--- src/rtl/crs_pkg.sv ---
package crs_pkg;

    localparam int COORD_W    = 32;
    localparam int T_W        = 16;
    localparam int K_W        = 6;
    localparam int STEP_W     = 16;
    localparam int W_W        = 52;
    localparam int H_SHIFT    = 25;
    localparam int H_W        = W_W - H_SHIFT;
    localparam int PROD_W     = H_W + COORD_W;
    localparam int ACC_W      = PROD_W + 3;
    localparam int Q_SHIFT    = 24;
    localparam int Q_W        = ACC_W - Q_SHIFT;
    localparam int CFG_DATA_W = 16;

    localparam logic [K_W-1:0]  SAMPLES_RESET = K_W'(16);
    localparam logic [STEP_W-1:0] STEP_RESET  = STEP_W'(4096);
    localparam logic [T_W-1:0]  T_MAX         = '1;

    localparam logic CFG_SAMPLES = 1'b0;
    localparam logic CFG_STEP    = 1'b1;

    typedef logic signed [COORD_W-1:0] coord_t;

    typedef struct packed {
        coord_t x;
        coord_t y;
        coord_t z;
    } point_t;

    // One closed segment: p[0..3] are P[j]..P[j+3].
    typedef struct packed {
        point_t [3:0] p;
        logic         last;
    } job_t;

    typedef struct packed {
        logic [K_W-1:0]    samples;
        logic [STEP_W-1:0] step;
    } cfg_t;

endpackage

--- src/rtl/crs_queue.sv ---
module crs_queue
(
    input  logic          clk,
    input  logic          rst_n,
    input  logic          push,
    input  crs_pkg::job_t push_job,
    output logic          full,
    input  logic          pop,
    output logic          job_valid,
    output crs_pkg::job_t job
);

    crs_pkg::job_t entry_reg [2];
    logic          wr_ptr_reg, wr_ptr_next;
    logic          rd_ptr_reg, rd_ptr_next;
    logic [1:0]    count_reg, count_next;

    assign full      = (count_reg == 2'd2);
    assign job_valid = (count_reg != 2'd0);
    assign job       = entry_reg[rd_ptr_reg];

    always_comb
    begin
        wr_ptr_next = wr_ptr_reg ^ push;
        rd_ptr_next = rd_ptr_reg ^ pop;
        count_next  = count_reg + 2'(push) - 2'(pop);
    end

    always_ff @(posedge clk)
    begin
        if (push)
        begin
            entry_reg[wr_ptr_reg] <= push_job;
        end
    end

    always_ff @(posedge clk or negedge rst_n)
    begin
        if (!rst_n)
        begin
            wr_ptr_reg <= 1'b0;
            rd_ptr_reg <= 1'b0;
            count_reg  <= 2'd0;
        end
        else
        begin
            wr_ptr_reg <= wr_ptr_next;
            rd_ptr_reg <= rd_ptr_next;
            count_reg  <= count_next;
        end
    end

endmodule

--- config.mk ---
export PLATFORM = sky130hd
export DESIGN_NAME = crs_queue
export DESIGN_NICKNAME = d
export VERILOG_FILES = /design/src/rtl/crs_pkg.sv /design/src/rtl/crs_queue.sv
export SDC_FILE = /design/constraint.sdc
export NUM_CORES = 1
export LEC_CHECK = 0
export BUFFER_PORTS_ARGS = -buffer_cell sky130_fd_sc_hd__clkbuf_2
export CORE_AREA = 2 2 304 306
export CTS_CLUSTER_SIZE = 8
export DETAILED_ROUTE_END_ITERATION = 8
export DIE_AREA = 0 0 306 308
export REMOVE_ABC_BUFFERS = 1
export SYNTH_ARGS = -nofsm -noshare
export SYNTH_HDL_FRONTEND = slang
export SYNTH_SLANG_ARGS = --single-unit
export TNS_END_PERCENT = 10
--- constraint.sdc ---
create_clock -name clk -period 9.6 [get_ports clk]
set_input_delay 0.48 -clock clk [delete_from_list [all_inputs] [get_ports clk]]
set_output_delay 0.48 -clock clk [all_outputs]
set_load 0.01 [all_outputs]
==> Word-level counts from Yosys, hierarchy flattened <==
Memories as Yosys holds them, arrays and structs flattened.
Index checks and enable logic that the tools add are counted.
{ "op_classes": {"shift": 0, "multipliers": 0, "n_div": 0, "add_sub_neg": 2, "n_lt_le_gt_ge": 0, "muxes": 2, "bitwise_logic": 2, "n_eq_ne": 1, "reduce_logical": 1} }
{ "op_table": {"columns": ["operator", "n"], "rows": [
  ["$add A2 B1 Y2", 1],
  ["$eq A2 B2 Y1 const B", 1],
  ["$mux W1", 2],
  ["$reduce_bool A2 Y1", 1],
  ["$sub A2 B1 Y2", 1],
  ["$xor A1 B1 Y1", 2]
]} }
{ "word_totals": {"regBits": 4, "out_inout_bits": 387, "mem_bits_rw": 770, "elab_cells": 12, "in_bits": 389, "latch_bits": 0, "mem_bits_ro": 0, "n_memories": 1} }
{ "memory_table": {"columns": ["memory", "words", "word_bits", "read_ports", "rd_clocked_by_memory_dff", "write_ports", "line_no", "text"], "rows": [
  ["entry_reg", 2, 385, 1, 0, 1, "crs_queue.sv:13", "crs_pkg::job_t entry_reg [2];"]
]} }

==> Logic depth before layout (Yosys ltp) <==
{ "depth": {"word_depth": 2, "depth_mapped": 5, "mapped_depth_nobuf": 5} }

==> Worst setup path after synthesis <==
Ideal clock, no wire load.
{ "synth_path": {"path_type": "input port to flip-flop", "start": "in push", "end": "mem entry_reg[0][0] (netlist name) (enable)", "n_path_buf": 0, "path_stages": 1, "slack_ns": -0.494, "arrival_time_ns": 9.294, "cell_sequence": "ha_1"} }
{ "synth_between": {"elab_chain_cells": 2} }
{ "synth_lines": {"columns": ["item", "line_no", "text"], "rows": [
  ["start: declaration", "crs_queue.sv:5", "input logic push,"],
  ["$mux W1", "crs_queue.sv:31", "if (push)"],
  ["$mux W1 (implied by the code)", "crs_queue.sv:33", "entry_reg[wr_ptr_reg] <= push_job;"],
  ["end: declaration", "crs_queue.sv:13", null]
]} }
Every way passes these cells.

==> metrics.txt <==
Clock Skew 0.01300 ns; Final nets 2841; WP data required 9.12 ns; Max rail drop VDD 0.2337 mV; CP Capture Type output port; Final min period 4.367 ns; Root Buffer clkbuf_16; layout cell share with drive strength beyond 1 0.5204; pre-CTS setup slack 5.900 ns; CTS sink cnt 774; post-synth top area cell edfxtp_1; Commonest cells post-synth edfxtp_1, mux2_2, buf_6; fillers 7803; Area contributors post-synth edfxtp_1, mux2_2, buf_6; slew at the pin closest to its max-slew limit 1.167 ns; Switching Share 0.2913; worst-skew pair later-pin latency 0.67 ns; Slew headroom 0.2222; TritonCTS clock tree yes; register area 23230 µm²; Residual DRC 0; Synth Flop Type edfxtp_1; Final ANT Viol Nets 0; post-synthesis async set-or-reset flop share 0.005168; Global Route Usage Sum 0.1436; Psw 3.248 mW; critical path fanouts, max 75; area of the die 94250 µm²; per-cell routed wire length 19.19 µm; I/O pins 776; CTS Buf Count 107; clock buffer depth 3; status finished, final reports clean; #FFs+latches synth 774; multi-input logic area 4456 µm²; DP Wirelength 46650 µm; maximum number of pins on one net before global-route repair 150; combinational share of power 0.281; Final Util 0.4393; Final Hold Viols 0; die span in y 308 µm; CORE AREA 90970 µm²; post-synthesis cell type count 11; CP Class reg2out; sequential power share 0.419; Worst Path Arrival 3.89 ns; total setup buffers inserted after CTS 0; syn_area_per_cell 23.17 µm²; GPL Wtd Cong 0.8141; final slew viol count 0; P&R area growth vs syn 42.08%; Via-to-Cell Ratio 4.400; CTS H-Tree Depth 3; initial antenna violation count 8; Mapped Cells 1214; top-count cell post-synth edfxtp_1; synth warn 0; synthesized cell area 28130 µm²; Clock power frac 0.300; Max Clock Freq 229.0 MHz; vias in the first global route 17780; first-pass GRT wire length 103100 µm; Setup violations, final 0; Largest register FFs 770; clock-pin slew on the worst setup and hold paths 0.05 ns; Lkg Pwr 15.16 nW; Die Span X 306 µm; IO Port Bufs 775; total gr overflow 0; Initial Util 0.3092; DRT iter0 DRCs 941; period utilization 0.4548; Int Power 7.902 mW; sequential cell area fraction in the yosys report 0.8256; via count 16170; HP Class in2reg; EDFF count, synth 770; element type at the critical path start flop; Synth top area share 0.8221; power per cell area 279.0 nW/µm²; routed wire length 70510 µm; # resized after CTS 0; Final WS setup 5.233 ns; row count 111; Max-cap violations 0; first-pass detailed-route iteration total 5; unrepaired setup endpoints after global routing false
## kinds of logic (layout without fill, tap and decap cells)
logic type               after synthesis  count (layout)  share of synthesized area
XOR/XNOR                               2               2                   0.001157
adder cells (fa/ha/maj)                4               4                   0.001779
buffers and inverters                 47            1312                    0.01686
flip-flops                           774             774                     0.8256
multiplexers                         385             385                     0.1541
other                                  0               9                          0
AND/OR/NAND/NOR                        2               2                  0.0004451
## final cells by class
cell class                      instances  share of cell area
Clock inverter                          9            0.003256
Timing Repair Buffer                 1168              0.1957
Tap cell                             1186             0.03713
Sequential cell                       774              0.5812
Multi-Input combinational cell        393              0.1115
Inverter                                4           0.0003757
Antenna cell                            9           0.0005636
Clock buffer                          131             0.07032
## worst max-delay path: stages, from the launching register on
cell and delay [ns]:
dfrtp_4 0.78, buf_4 0.83, buf_4 0.87, mux2_2 0.43, clkbuf_2 0.13
## placed cells by master, fill, tap and decap left out
master and count:
buf_12 3, buf_4 9, clkbuf_1 22, clkbuf_16 109
clkbuf_2 775, clkinv_1 4, clkinv_16 3, clkinv_8 1
dfrtp_1 3, dfrtp_4 1, diode_2 9, dlygate4sd3_1 381
edfxtp_1 770, ha_1 2, ha_4 2, inv_1 4
inv_6 1, mux2_2 385, nor2b_1 1, or2_2 1
xor2_1 1, xor3_1 1
## final timing paths
path	cells after the start	endpoint	slack [ns]	startpoint
max	4	job[35]	5.23	rd_ptr_reg
min	1	entry_reg[0][222]	0.06	push_job[222]
max reg2reg	4	entry_reg[0][313]	6.42	wr_ptr_reg
min reg2reg	1	count_reg[1]	0.62	count_reg[1]
max in group asynchronous	2	rd_ptr_reg	9.29	rst_n
min in group asynchronous	2	count_reg[1]	0.17	rst_n
## repair_timing
action                                 CTS  global route
setup endpoints to repair                0             0
endpoints found under the hold margin  763             0
hold buffers                           381             0
## power groups by stage
stage	registers (mW)	logic [mW]	clock network, mW
2_1_floorplan	5.15	1.95	0
3_3_place_gp	4.70	2.99	0
3_5_place_dp	4.73	3.03	0
4_1_cts	4.67	3.18	3.43
5_1_grt	4.72	3.35	3.57
6_report	4.67	3.14	3.35
## routing by layer
| metal | up-vias | global-route usage | share of wire |
|---|---|---|---|
| met2 | 605 | 0.2590 | 0.53 |
| met1 | 8078 | 0.1507 | 0.36 |
| li1 | 7332 | - | - |
| met5 | - | 0 | 0.00023 |
| met3 | 149 | 0.04638 | 0.072 |
| met4 | 2 | 0.06954 | 0.038 |
## stage by stage
stage	std cells	area [µm²]	hold slack (ns)	setup TNS, ns	power [mW]
final	3674	39960	0.06331	0	11.15
after global routing	3672	39960	0.01696	0	11.64
after CTS	3665	39940	0.002146	0	11.28
after detailed placement	3144	33190	0.2987	0	7.757
after global placement	3144	33190	0.2928	0	7.699
after floorplan	1171	27670	0.1844	-442.10	7.103
Note: power is estimated with default switching activity, not from simulation.
