<file path="src/rtl/crs_pkg.sv">
package crs_pkg;

    localparam int COORD_W    = 32;
    localparam int T_W        = 16;
    localparam int K_W        = 6;
    localparam int STEP_W     = 16;
    localparam int W_W        = 52;
    localparam int H_SHIFT    = 25;
    localparam int H_W        = W_W - H_SHIFT;
    localparam int PROD_W     = H_W + COORD_W;
    localparam int ACC_W      = PROD_W + 3;
    localparam int Q_SHIFT    = 24;
    localparam int Q_W        = ACC_W - Q_SHIFT;
    localparam int CFG_DATA_W = 16;

    localparam logic [K_W-1:0]  SAMPLES_RESET = K_W'(16);
    localparam logic [STEP_W-1:0] STEP_RESET  = STEP_W'(4096);
    localparam logic [T_W-1:0]  T_MAX         = '1;

    localparam logic CFG_SAMPLES = 1'b0;
    localparam logic CFG_STEP    = 1'b1;

    typedef logic signed [COORD_W-1:0] coord_t;

    typedef struct packed {
        coord_t x;
        coord_t y;
        coord_t z;
    } point_t;

    // One closed segment: p[0..3] are P[j]..P[j+3].
    typedef struct packed {
        point_t [3:0] p;
        logic         last;
    } job_t;

    typedef struct packed {
        logic [K_W-1:0]    samples;
        logic [STEP_W-1:0] step;
    } cfg_t;

endpackage

</file>
<file path="src/rtl/crs_front.sv">
module crs_front
(
    input  logic            clk,
    input  logic            rst_n,
    input  logic            in_valid,
    output logic            in_stall,
    input  crs_pkg::point_t in_point,
    input  logic            in_last,
    input  logic            queue_full,
    output logic            push,
    output crs_pkg::job_t   push_job
);

    crs_pkg::point_t window_reg [3];
    logic [1:0]      seen_reg, seen_next;
    logic            accept;

    assign in_stall = queue_full;
    assign accept   = in_valid && !queue_full;
    // A segment closes once three earlier points of the curve are held.
    assign push     = accept && (seen_reg == 2'd3);

    always_comb
    begin
        push_job.p[0] = window_reg[0];
        push_job.p[1] = window_reg[1];
        push_job.p[2] = window_reg[2];
        push_job.p[3] = in_point;
        push_job.last = in_last;

        seen_next = seen_reg;
        if (accept)
        begin
            if (in_last)
            begin
                seen_next = 2'd0;
            end
            else if (seen_reg != 2'd3)
            begin
                seen_next = seen_reg + 2'd1;
            end
        end
    end

    always_ff @(posedge clk or negedge rst_n)
    begin
        if (!rst_n)
        begin
            window_reg[0] <= '0;
            window_reg[1] <= '0;
            window_reg[2] <= '0;
            seen_reg      <= 2'd0;
        end
        else
        begin
            seen_reg <= seen_next;
            if (accept && !in_last)
            begin
                window_reg[0] <= window_reg[1];
                window_reg[1] <= window_reg[2];
                window_reg[2] <= in_point;
            end
        end
    end

endmodule

</file>
<file path="config.mk">
export PLATFORM = sky130hd
export DESIGN_NAME = crs_front
export DESIGN_NICKNAME = d
export VERILOG_FILES = /design/src/rtl/crs_pkg.sv /design/src/rtl/crs_front.sv
export SDC_FILE = /design/constraint.sdc
export NUM_CORES = 1
export LEC_CHECK = 0
export CAP_MARGIN = 25
export CELL_PAD_IN_SITES_DETAIL_PLACEMENT = 1
export CELL_PAD_IN_SITES_GLOBAL_PLACEMENT = 1
export CORE_AREA = 4 4 188 190
export CTS_CLUSTER_SIZE = 14
export DETAILED_ROUTE_END_ITERATION = 12
export DIE_AREA = 0 0 192 194
export DONT_BUFFER_PORTS = 1
export GPL_TIMING_DRIVEN = 0
export PLACE_DENSITY = 0.63
export SLEW_MARGIN = 20
export SYNTH_ARGS = -nofsm -noshare
export SYNTH_HDL_FRONTEND = slang
export SYNTH_SLANG_ARGS = --single-unit
</file>
<file path="constraint.sdc">
create_clock -name clk -period 1.46 [get_ports clk]
set_input_delay 0 -clock clk [delete_from_list [all_inputs] [get_ports clk]]
set_output_delay 0 -clock clk [all_outputs]
set_load 0.1 [all_outputs]
</file>
=== Yosys cells after proc, flatten, opt, wreduce, memory -nomap -nowiden ===
Index checks and enable logic that the tools add are counted.

* Register bits: 290
* Logic and storage cells: 22

* $add $sub $neg: 1
* Equal/unequal tests: 2
* Multiplexer cells: 2
* Reduce and logical (&&, ||, !) cells: 7

{| class="wikitable"
|+ Operator list
! kind !! number
|-
| 2-bit 2-to-1 mux || 2
|-
| 1-bit logical AND || 3
|-
| 2-bit by 1-bit adder with 2-bit output, second input constant || 1
|-
| 2-bit == test, second input constant || 1
|-
| 1-bit logical NOT || 2
|-
| 2-bit != test, second input constant || 1
|-
| 2-bit AND reduction || 1
|-
| 2-bit nonzero test || 1
|}

=== Depth between registers and ports, before layout ===
Gate-level depths: netlist of the first run.

* Depth in word-level cells: 3
* Depth in mapped cells: 5
* Depth with buffers taken out: 4

=== Least setup slack after synthesis of the first run ===
OpenSTA, ideal clock, no wires.

* Kind: register to output
* From: register seen_reg[0]
* To: output push
* Arrival time: 1.825 ns
* Required time: 1.460 ns
* Path slack: -0.365 ns
* Stages on the path, launching flop included: 4
* Buffers on the path: 0
* Cells stage by stage: dfrtp_1 ha_1 inv_1 nor2_1

* Word-level cells in the longest chain between the ends: 2

{| class="wikitable"
|+ Ends and longest elaborated chain
! item !! RTL line !! RTL
|-
| start, declared || crs_front.sv:15 || <nowiki>logic [1:0] seen_reg, seen_next;</nowiki>
|-
| start signal, assigned || crs_front.sv:56 || <nowiki>seen_reg <= seen_next;</nowiki>
|-
| 2-bit == test || crs_front.sv:21 || <nowiki>assign push = accept && (seen_reg == 2'd3);</nowiki>
|-
| 1-bit logical AND || crs_front.sv:21 ||
|-
| end, declared || crs_front.sv:10 || <nowiki>output logic push,</nowiki>
|}

Every way passes these cells.

=== Worst setup path in the final report of the first run ===
Same ends and word-level chain as after synthesis.

==> results of run 1 <==
==> cells in the final DEF, fill, tap and decap left out <==
| master | n |
|---|---|
| dlygate4sd3_1 | 99 |
| dfrtp_2 | 288 |
| clkinv_2 | 5 |
| buf_4 | 106 |
| inv_2 | 1 |
| clkinvlp_4 | 2 |
| nand2b_4 | 1 |
| clkbuf_1 | 9 |
| mux2_4 | 200 |
| nor2b_1 | 1 |
| clkbuf_16 | 31 |
| o41ai_1 | 1 |
| ha_2 | 1 |
| dfrtp_1 | 2 |
| o21ai_0 | 2 |
| buf_6 | 3 |
| clkbuf_8 | 5 |
| nor2_4 | 1 |
| or4b_4 | 1 |
| bufinv_16 | 4 |
| mux2_2 | 88 |
| nor2_8 | 1 |
| buf_12 | 22 |
| nand2_1 | 1 |
==> worst max path at each step <==
stage	from	endpoint	slack [ps]	cells after the start
after floorplan	seen_reg[0]	push	80	3
after global placement	seen_reg[0]	push	10	3
after CTS	seen_reg[1]	push	-220	3
after detailed placement	seen_reg[0]	push	-20	3
final	seen_reg[0]	push	-170	3
after global routing	seen_reg[1]	push	-260	3
==> routing by layer <==
layer	vias to the layer above	track usage (%)
li1	2660	-
met1	3383	18.9
met2	362	32.3
met3	58	6.57
met4	0	5.57
met5	-	0
==> kinds of logic (layout without fill, tap and decap cells) <==
kind of cell / Yosys count / after routing
adders and majority gates: 1 / 1
muxes: 288 / 288
DFF: 290 / 290
AOI/OAI and AO/OA: 3 / 3
buffers and inverters: 130 / 287
and+or+nand+nor: 6 / 6
==> per-stage QoR <==
step	hold WS (ps)	cell area [µm²]
2_1_floorplan	-296	12600
3_3_place_gp	-288	13200
3_5_place_dp	-288	13200
4_1_cts	-898	15600
5_1_grt	-891	15600
6_report	-853	15600
==> layout make-up <==
class | instances | area, µm² | area share [%]
inverter | 1 | 3.75 | 0.0241
timing repair buffer | 101 | 1010 | 6.46
clock buffer | 45 | 878 | 5.64
multi-input combinational | 298 | 4100 | 26.3
buffer | 129 | 1250 | 8.06
clock inverter | 11 | 160 | 1.03
sequential | 290 | 7620 | 48.9
tap | 448 | 561 | 3.60
==> what timing repair did <==
| item | 4_1_cts | 5_1_grt |
|---|---|---|
| buffers inserted | 2 | 0 |
| pin swaps | 3 | 0 |
| setup endpoints to repair | 289 | 1 |
| resized for setup | 292 | 0 |
| hold endpoints to repair | 411 | 290 |
==> metrics.cfg, run 1 <==
[setup_path]
worstPathRequired_ps = 1460
r2r_slack_ps = 120
slowest_delay_ps = 490
cp_max_fo = 2
crit_path_start_kind = flop
critPathTopFamily = simple AND/OR/NAND/NOR gates
crit_type = reg2out
crit_chain = ha_2, inv_2, nor2_4
critical_path.slowest_cell = nor2_4
worst-path-buf-inv = 1
r2r_cells = 4
rr_endpoint = seen_reg[1]
timing.rr.start = seen_reg[1]
end_kind = output port
worstPathArrival_ps = 1630

[sta]
relSlewSlack_pct = 57.9
rsz0062_at_grt = true
period_needed_ps = 1630
hold_viol = 290
max_slew.worst_pin.slew_ps = 630
fin_setup_tns_ps = -173
fmax_mhz = 612
final_max_slew_viol_count = 0
fin_crit_sh_pct = 112
finClkSkew_ps = 6.08
fin_ws_ps = -173
final-setup-viol-count = 1
whs_ps = -853

[logic_synthesis]
synth_fp_nets = 820
synth_compound_area_share_pct = 0.149
yosysMostFrequentCell = dfrtp_1
syn_area_um2 = 12600
ys_top_cells_by_area = dfrtp_1 (58%), mux2_4 (24%), mux2_2 (7.9%), buf_4 (6.2%), buf_12 (3.5%)
synth_top_family_by_area = multiplexers
synth.distinct_cells = 16
netlist_top_cells_count = dfrtp_1 (290), mux2_4 (200), buf_4 (104), mux2_2 (88), buf_12 (22)
yosysTopAreaCell = dfrtp_1
synth-async-reset-ratio_pct = 100
yosys_warnings = 0
synth-xor-area-share_pct = 0
synth_fa_ha_area_share_pct = 0.0993
yosys-mux-area-fraction_pct = 31.7
ys_ff_latch = 290
ys_seq_area_share_pct = 57.6
yosysTopAreaCellShare_pct = 57.6
synthFlopType = dfrtp_1
synth_edf_count = 0
synth-simple-area-share_pct = 0.457
syn_area_per_cell_um2 = 17.5
syn_inst = 718

[place]
pre_cts_ws_ps = -16.5
io_buffers = 0
place_congestion = 0.758
dp.cells = 1166
dp_hpwl_um = 23800

[clocking]
cts_tree = done
insertion_delay_ps = 550
ctsHoldBuffers = 99
root_buffer = clkbuf_16
path_clk_slew_ps = 60
cts_made_buffers = 31
h-tree-depth = 1
clock_sinks = 290
clk_path_buf_depth = 3

[final_layout]
fin_util_pct = 46.6
fin_nets = 954
drive_gt1_share_pct = 86.9
nFillCells = 3146
insertedDiodeCount = 0
syn2layout_area_growth_pct = 23.6
largest_reg_flops = 288
finalNonFillerCells = 1323

[die]
fp-row-count = 67
die_x_um = 192
start_util_pct = 37.7
io_pins = 488
core_area_um2 = 33400
die_area_um2 = 37200
die_y_um = 194

[global_route]
overflow = 0
grt_pass1_vias = 7657
grt_pass1_wl_um = 51700
grt_util_all_layers_pct = 17.7
antenna_found_initial = 0
grt_max_degree = 291

[drt]
highest_layer = met4
num_vias = 6463
vias_per_cell = 4.89
avgRoutedWirePerCell_um = 26.4
m1WireLength_um = 11900
final_antenna_net_count = 0
dr.pass1.iters = 4
drc = 0
dr_wl_met2_um = 18200
drtIter0Drc = 198
routed-wl-met3_um = 3800
routed_wl_um = 34900

[worst_hold_path]
hold_path_class = in2async

[outcome]
status = finished with violations
violations = negative hold slack, negative setup slack

[run]
drv_cap = 0

Power of run 1 is left out: the tool's default activity adds up to more than one toggle a clock period on the data nets, which glitch-free logic cannot reach.
==> run 2: changes to the inputs <==
--- a/config.mk
+++ b/config.mk
@@ -5,10 +5,12 @@
 export SDC_FILE = /design/constraint.sdc
 export NUM_CORES = 1
 export LEC_CHECK = 0
+export ABC_CLOCK_PERIOD_IN_PS = 1460
 export CAP_MARGIN = 25
 export CELL_PAD_IN_SITES_DETAIL_PLACEMENT = 1
 export CELL_PAD_IN_SITES_GLOBAL_PLACEMENT = 1
 export CORE_AREA = 4 4 188 190
+export CTS_BUF_LIST = sky130_fd_sc_hd__clkbuf_16
 export CTS_CLUSTER_SIZE = 14
 export DETAILED_ROUTE_END_ITERATION = 12
 export DIE_AREA = 0 0 192 194
==> metrics.cfg, run 2 (synthesized netlist as in run 1, its figures left out) <==
[outcome]
status = finished with violations
violations = negative hold slack, negative setup slack

[place]
dp.cells = 1166
io_buffers = 0
place_congestion = 0.758
dp_hpwl_um = 23800

[sta]
finClkSkew_ps = 7.66
period_needed_ps = 1630
final-setup-viol-count = 1
relSlewSlack_pct = 58.1
fmax_mhz = 613
fin_crit_sh_pct = 112
whs_ps = -856
fin_setup_tns_ps = -170
hold_viol = 290
final_max_slew_viol_count = 0
fin_ws_ps = -170
rsz0062_at_grt = true
max_slew.worst_pin.slew_ps = 628

[global_route]
grt_pass1_vias = 7631
antenna_found_initial = 0
grt_util_all_layers_pct = 17.7
grt_max_degree = 291
grt_pass1_wl_um = 51500
overflow = 0

[setup_path]
crit_chain = ha_2, inv_2, nor2_4
r2r_slack_ps = 120
cp_max_fo = 2
crit_type = reg2out
crit_path_start_kind = flop
worstPathArrival_ps = 1630
end_kind = output port
critPathTopFamily = simple AND/OR/NAND/NOR gates
critical_path.slowest_cell = nor2_4
worst-path-buf-inv = 1
slowest_delay_ps = 480
worstPathRequired_ps = 1460

[drt]
vias_per_cell = 4.91
num_vias = 6501
routed_wl_um = 34800
dr.pass1.iters = 4
avgRoutedWirePerCell_um = 26.3
final_antenna_net_count = 0
drc = 0
drtIter0Drc = 178

[clocking]
h-tree-depth = 1
clock_sinks = 290
cts_tree = done
root_buffer = clkbuf_16
insertion_delay_ps = 550
clk_path_buf_depth = 3
ctsHoldBuffers = 99
cts_made_buffers = 31
path_clk_slew_ps = 60

[final_layout]
largest_reg_flops = 288
nFillCells = 3166
syn2layout_area_growth_pct = 23.2
drive_gt1_share_pct = 86.3
final_common_cell = dfrtp_2
finalNonFillerCells = 1323
insertedDiodeCount = 0
multi_input_area_um2 = 4100
fin_nets = 954
seq_area_um2 = 7620
final_cell_mix = dfrtp_2 (288), mux2_4 (200), buf_4 (106)

[die]
die_area_um2 = 37200
die_x_um = 192
start_util_pct = 37.7
io_pins = 488
fp-row-count = 67
die_y_um = 194
core_area_um2 = 33400

[run]
drv_cap = 0

[worst_hold_path]
hold_path_class = in2async

[run 2: metal layers]
layer | vias to the layer above | global-route usage, % | part of all wire (%)
met5 | - | 0 | 0
met4 | 0 | 5.73 | 3.0
met3 | 59 | 6.55 | 11
met2 | 358 | 32.1 | 52
met1 | 3429 | 18.8 | 34
li1 | 2655 | - | -
[run 2: area by class of cell]
class	instances	area share, %
Buffer	129	8.08
Clock buffer	31	5.00
Clock inverter	25	1.37
Inverter	1	0.0242
Multi-Input combinational cell	298	26.4
Sequential cell	290	49.1
Tap cell	448	3.61
Timing Repair Buffer	101	6.48
[run 2: worst reg2reg max path: stages, from the launching register on]
cell and delay, ps:
dfrtp_1 380, ha_2 200, buf_4 140, or4b_4 470
nand2_1 90
[run 2: per-stage QoR]
| stage | instance area, µm² | utilization [%] | hold WS (ps) | setup slack [ps] |
|---|---|---|---|---|
| floorplan | 12600 | - | -296 | 84.5 |
| CTS | 15500 | 46.4 | -897 | -222 |
| global route | 15500 | 46.4 | -891 | -255 |
| global placement | 13200 | 39.3 | -288 | 13.6 |
| finish | 15500 | 46.4 | -856 | -170 |
| detailed placement | 13200 | 39.3 | -288 | -16.5 |
[run 2: timing repair]
action                                  in CTS  in global routing
gates resized for setup                    292                  0
setup buffers                                2                  0
cloned                                       0                  0
pin swaps                                    3                  0
endpoints found under the hold margin      411                290
endpoints found under the setup margin     289                  1
[run 2: worst paths after layout]
kind                                   from            end  cells past startpoint
worst min register to register  seen_reg[1]    seen_reg[1]                      2
worst max-delay path            seen_reg[0]           push                      3
max in group asynchronous             rst_n  push_job[129]                      0
worst max register to register  seen_reg[1]    seen_reg[1]                      4
min in group clk                 queue_full   push_job[82]                      4
worst min-delay path                  rst_n  push_job[164]                      0
Power of run 2 is left out for the same reason.
